### src/rtl/core/srm_pkg.sv
// Package: types, constants and request codes for the step response metrics block.
package srm_pkg;

   localparam int MaxSamples = 1024;
   localparam int AddrW = $clog2(MaxSamples);
   localparam int CountW = $clog2(MaxSamples + 1);
   localparam logic [15:0] BandRatioReset = 16'd3277;

   typedef enum logic [1:0] {
      REQ_ADD   = 2'd0,
      REQ_QUERY = 2'd1,
      REQ_CLEAR = 2'd2,
      REQ_NONE  = 2'd3
   } req_code_type;

   typedef struct packed {
      logic [1:0]         req_type;
      logic [31:0]        sample_time;
      logic signed [15:0] sample_value;
   } req_type_type;

   typedef struct packed {
      logic signed [15:0] steady_level;
      logic signed [31:0] overshoot_ratio;
      logic               overshoot_valid;
      logic [31:0]        settle_time;
      logic               settle_found;
      logic               store_overflowed;
   } rsp_type;

   typedef enum logic [3:0] {
      ST_IDLE,
      ST_MEAN,
      ST_RATIO,
      ST_BAND,
      ST_SCAN,
      ST_SCAN_LAST,
      ST_OUT
   } state_type;

endpackage

### src/rtl/core/srm_divider.sv
// Divider: unsigned restoring division, one quotient bit per cycle.
module srm_divider (
   input  logic        clock,
   input  logic        reset,
   input  logic        start,
   input  logic [63:0] dividend,
   input  logic [31:0] divisor,
   output logic        done,
   output logic [63:0] quotient
);
   import srm_pkg::*;

   logic [63:0] quo_ff, quo_in;
   logic [32:0] rem_ff, rem_in;
   logic [31:0] div_ff, div_in;
   logic [6:0]  cnt_ff, cnt_in;
   logic        busy_ff, busy_in;
   logic        done_ff, done_in;
   logic [33:0] trial;

   always_comb begin
      quo_in  = quo_ff;
      rem_in  = rem_ff;
      div_in  = div_ff;
      cnt_in  = cnt_ff;
      busy_in = busy_ff;
      done_in = 1'b0;
      trial   = '0;
      if (start) begin
         quo_in  = dividend;
         rem_in  = '0;
         div_in  = divisor;
         cnt_in  = 7'd64;
         busy_in = 1'b1;
      end else if (busy_ff) begin
         trial = {rem_ff, quo_ff[63]} - {2'b00, div_ff};
         if (!trial[33]) begin
            rem_in = trial[32:0];
            quo_in = {quo_ff[62:0], 1'b1};
         end else begin
            rem_in = {rem_ff[31:0], quo_ff[63]};
            quo_in = {quo_ff[62:0], 1'b0};
         end
         cnt_in = cnt_ff - 7'd1;
         if (cnt_ff == 7'd1) begin
            busy_in = 1'b0;
            done_in = 1'b1;
         end
      end
   end

   always_ff @(posedge clock) begin
      if (reset) begin
         busy_ff <= 1'b0;
         done_ff <= 1'b0;
         cnt_ff  <= '0;
      end else begin
         busy_ff <= busy_in;
         done_ff <= done_in;
         cnt_ff  <= cnt_in;
      end
      quo_ff <= quo_in;
      rem_ff <= rem_in;
      div_ff <= div_in;
   end

   assign done = done_ff;
   assign quotient = quo_ff;
endmodule

### config.mk
export PLATFORM = sky130hd
export DESIGN_NAME = srm_divider
export DESIGN_NICKNAME = d
export VERILOG_FILES = /design/src/rtl/core/srm_pkg.sv /design/src/rtl/core/srm_divider.sv
export SDC_FILE = /design/constraint.sdc
export NUM_CORES = 1
export LEC_CHECK = 0
export BUFFER_PORTS_ARGS = -buffer_cell sky130_fd_sc_hd__clkbuf_2
export CORE_ASPECT_RATIO = 1.5
export CORE_MARGIN = 5
export CORE_UTILIZATION = 50
export DETAILED_ROUTE_END_ITERATION = 8
export GPL_ROUTABILITY_DRIVEN = 0
export MAX_ROUTING_LAYER = met4
export PLACE_DENSITY_LB_ADDON = 0.15
export SETUP_SLACK_MARGIN = 0.15
export SYNTH_ARGS = -nofsm -noshare
export SYNTH_HDL_FRONTEND = slang
export SYNTH_SLANG_ARGS = --single-unit
### constraint.sdc
create_clock -name clock -period 3.07 [get_ports clock]
set_clock_uncertainty 0.15 [all_clocks]
set_input_delay 0.614 -clock clock [delete_from_list [all_inputs] [get_ports clock]]
set_output_delay 0.614 -clock clock [all_outputs]
set_load 0.05 [all_outputs]
==> metrics.yaml <==
run_status: "finished, final reports clean"
netlist_area_sq_um: 7350
p_leak_nw: 4.10
synthArstFlopShare_pct: 0
drtPass1Iterations: 5
die_area_sq_um: 17300
fin_crit_ns: 2.98
synthCells: 662
ctsHoldBuffers: 0
setup.worst_path.start_class: "flip-flop"
synth_ff_type: "edfxtp_1"
initial_standard_cell_utilization_of_the_core_pct: 50.6
tritoncts: "yes"
yosys.cell_count.top_type: "edfxtp_1"
worst-slew-pin-transition_ns: 0.823
antenna-diode-count: 0
max_clock_freq_mhz: 335
clock_path_buffers: 2
unrepaired_setup_endpoints_after_global_routing: "yes"
synth_seq_area_share_pct: 50.7
hold_class: "in2reg"
syn_area_per_cell_sq_um: 11.1
clkSinkCount: 138
timing.final.hold_violations: 0
cp.buffers_inverters: 3
synth_edf_count: 96
syn_nets: 796
total_congestion_overflow_after_global_routing: 0
finish.net_count: 1006
required_ns: 3.19
critPathTopFamily: "compound AO/OA/AOI/OAI gates"
final_layout_size_suffix_gt1_share_pct: 41.4
yosys.area.top_type_share_pct: 39.2
grt_pass1_vias: 6192
port_buffers: 163
detailroute.via_count: 5923
ys_top_cells_by_count: "edfxtp_1 (96), mux2_2 (63), inv_1 (46), dfxtp_1 (42), nand2_1 (41)"
place_hpwl_um: 13000
timing.critical_path.fanout_max: 7
post_route_cell_area_sq_um: 9670
critPathMaxStageDelay_ns: 0.39
relSlewSlack_pct: 45.2
grt_first_pass_wirelength_um: 28700
cts-buffers-inserted: 17
route.detailed.drc: 0
max-cap-violations: 0
num_rows: 54
detail_route.iter0.violations: 273
critPathKind: "reg2reg"
setup.worst_path.end_class: "flip-flop"
cp.arrival_ns: 3.10
placedInstanceArea_sq_um: 8710
synth_top_cells_by_area: "edfxtp_1 (39%), dfxtp_1 (11%), mux2_2 (9.7%)"
cts-htree-levels: 4
critical_path.cell_chain: "inv_1 -> ha_1 -> nor2b_1 -> o31a_1 -> o211a_1 -> o21ai_4 -> a211oi_2 -> o21a_1 -> buf_6 -> nor2_4 -> clkbuf_16 -> mux2i_1 -> a211oi_1"
synth_top_cell_by_area: "edfxtp_1"
synth-warning-count: 0
clkSlewWorstSetupHoldPaths_ns: 0.06
setup_slack_ns: 0.0879
power.ir.vdd_worst_v: 0.000452
placement.setup.worst_slack_ns: -0.00643
drt-wirelength-per-cell_um: 16.7
cell_at_the_slowest_stage_of_the_critical_path: "edfxtp_1"
maximum_number_of_pins_on_one_net_before_global_route_repair: 65
postSynthRegisterBits: 138
finalSetupViolations: 0
synth.distinct_cells: 59
io-pin-count: 164
route.detailed.vias_per_inst: 5.48
die_span_in_x_um: 109
ant_nets: 0
antenna_violations_before_repair: 0
finalWirelength_um: 18000
timing.final.crit_share_pct: 97.1
syn_to_final_growth_pct: 31.7
core_area_sq_um: 14500
clock_latency_ns: 0.42
clk_root_buffer_cell: "clkbuf_16"
powerDensity_nw_per_um2: 587
groute.usage.overall_pct: 21.7
final-max-slew-violation-count: 0
die_y_um: 158
reg2reg_setup_slack_ns: 0.09
==> registers in the layout (all words and copies together) (netlist names) <==
name	count
cnt_ff	7
done	1
div_ff	32
quotient	64
busy_ff	1
rem_ff	33
==> where the power goes <==
part           total (mW)  leakage [nW]  internal, mW  switching [mW]
Sequential           2.27          1.30          2.18          0.0876
Combinational        1.28          2.51         0.483           0.798
Clock                2.13         0.290          1.29           0.835
==> metrics by stage <==
stage,util [%],std cells,hold WS (ns),total power [mW],setup TNS (ns)
3_5_place_dp,60.0,1034,0.316,3.52,-0.00643
6_report,66.6,1081,0.214,5.68,0
3_3_place_gp,60.0,1034,0.306,3.49,0
4_1_cts,65.0,1070,0.195,5.68,0
2_1_floorplan,-,662,0.293,3.16,0
5_1_grt,66.6,1081,0.192,5.93,-0.0685
==> kinds of logic after synthesis <==
kind of cell	Yosys count	share of synthesized area (%)
flip-flops	138	50.7
AO/OA/AOI/OAI	153	13.9
multiplexers	79	11.8
adder cells (fa/ha/maj)	35	6.06
XOR/XNOR	31	3.70
buffers and inverters	80	4.26
AND/OR/NAND/NOR	146	9.52
==> cells in the final DEF (no fill, tap or decap), types with 4 or more instances in the layout <==
| cell type | Yosys | routed |
|---|---|---|
| a21oi_2 | 0 | 4 |
| inv_6 | 0 | 5 |
| xor2_1 | 12 | 12 |
| a21oi_1 | 34 | 30 |
| o21a_1 | 6 | 6 |
| o21ai_0 | 35 | 18 |
| clkbuf_2 | 0 | 162 |
| mux2i_1 | 16 | 15 |
| nor2_1 | 40 | 40 |
| clkbuf_16 | 0 | 19 |
| inv_1 | 46 | 43 |
| a211oi_1 | 17 | 15 |
| ha_4 | 0 | 5 |
| mux2_2 | 63 | 63 |
| edfxtp_1 | 96 | 96 |
| a21o_1 | 12 | 12 |
| nand2_1 | 41 | 39 |
| o21ai_1 | 1 | 14 |
| xnor2_1 | 19 | 19 |
| dfxtp_1 | 42 | 42 |
| nor2b_1 | 6 | 5 |
| nand3_1 | 12 | 11 |
| ha_1 | 34 | 28 |
| nand2b_1 | 7 | 7 |
| nor3_1 | 16 | 14 |
| and3_1 | 4 | 4 |
| nand4_1 | 4 | 4 |
| buf_6 | 1 | 5 |
| o211ai_1 | 6 | 6 |
| a32oi_1 | 6 | 6 |
| buf_4 | 1 | 54 |
| a31oi_1 | 6 | 4 |
==> area by class of cell <==
type | count | area, sq um
Inverter | 46 | 173
Sequential cell | 138 | 3720
Clock inverter | 14 | 181
Clock buffer | 18 | 429
Tap cell | 196 | 245
Timing Repair Buffer | 225 | 1360
Fill cell | 1118 | 4850
Multi-Input combinational cell | 444 | 3560
==> routing by layer <==
metal | GRT usage (%) | up-vias | share of wire, %
met5 | - | - | 0
met4 | 9.15 | 0 | 2.9
met3 | 4.95 | 43 | 5.2
met2 | 37.2 | 202 | 52
met1 | 24.2 | 2809 | 39
li1 | - | 2869 | -
==> timing repair <==
action	4_1_cts	5_1_grt
setup endpoints to repair	29	30
setup buffers	4	9
resized for setup	17	25
pin swaps	10	23
gates cloned	0	2
endpoints found under the hold margin	0	0
==> worst paths after layout <==
| check | to | cells past startpoint | startpoint |
|---|---|---|---|
| setup / recovery | rem_ff[18] | 13 | div_ff[1] |
| hold / removal | div_ff[6] | 1 | divisor[6] |
| setup reg to reg | rem_ff[18] | 13 | div_ff[1] |
| hold reg to reg | rem_ff[14] | 2 | rem_ff[14] |
Power figures use the tool's default switching activity.
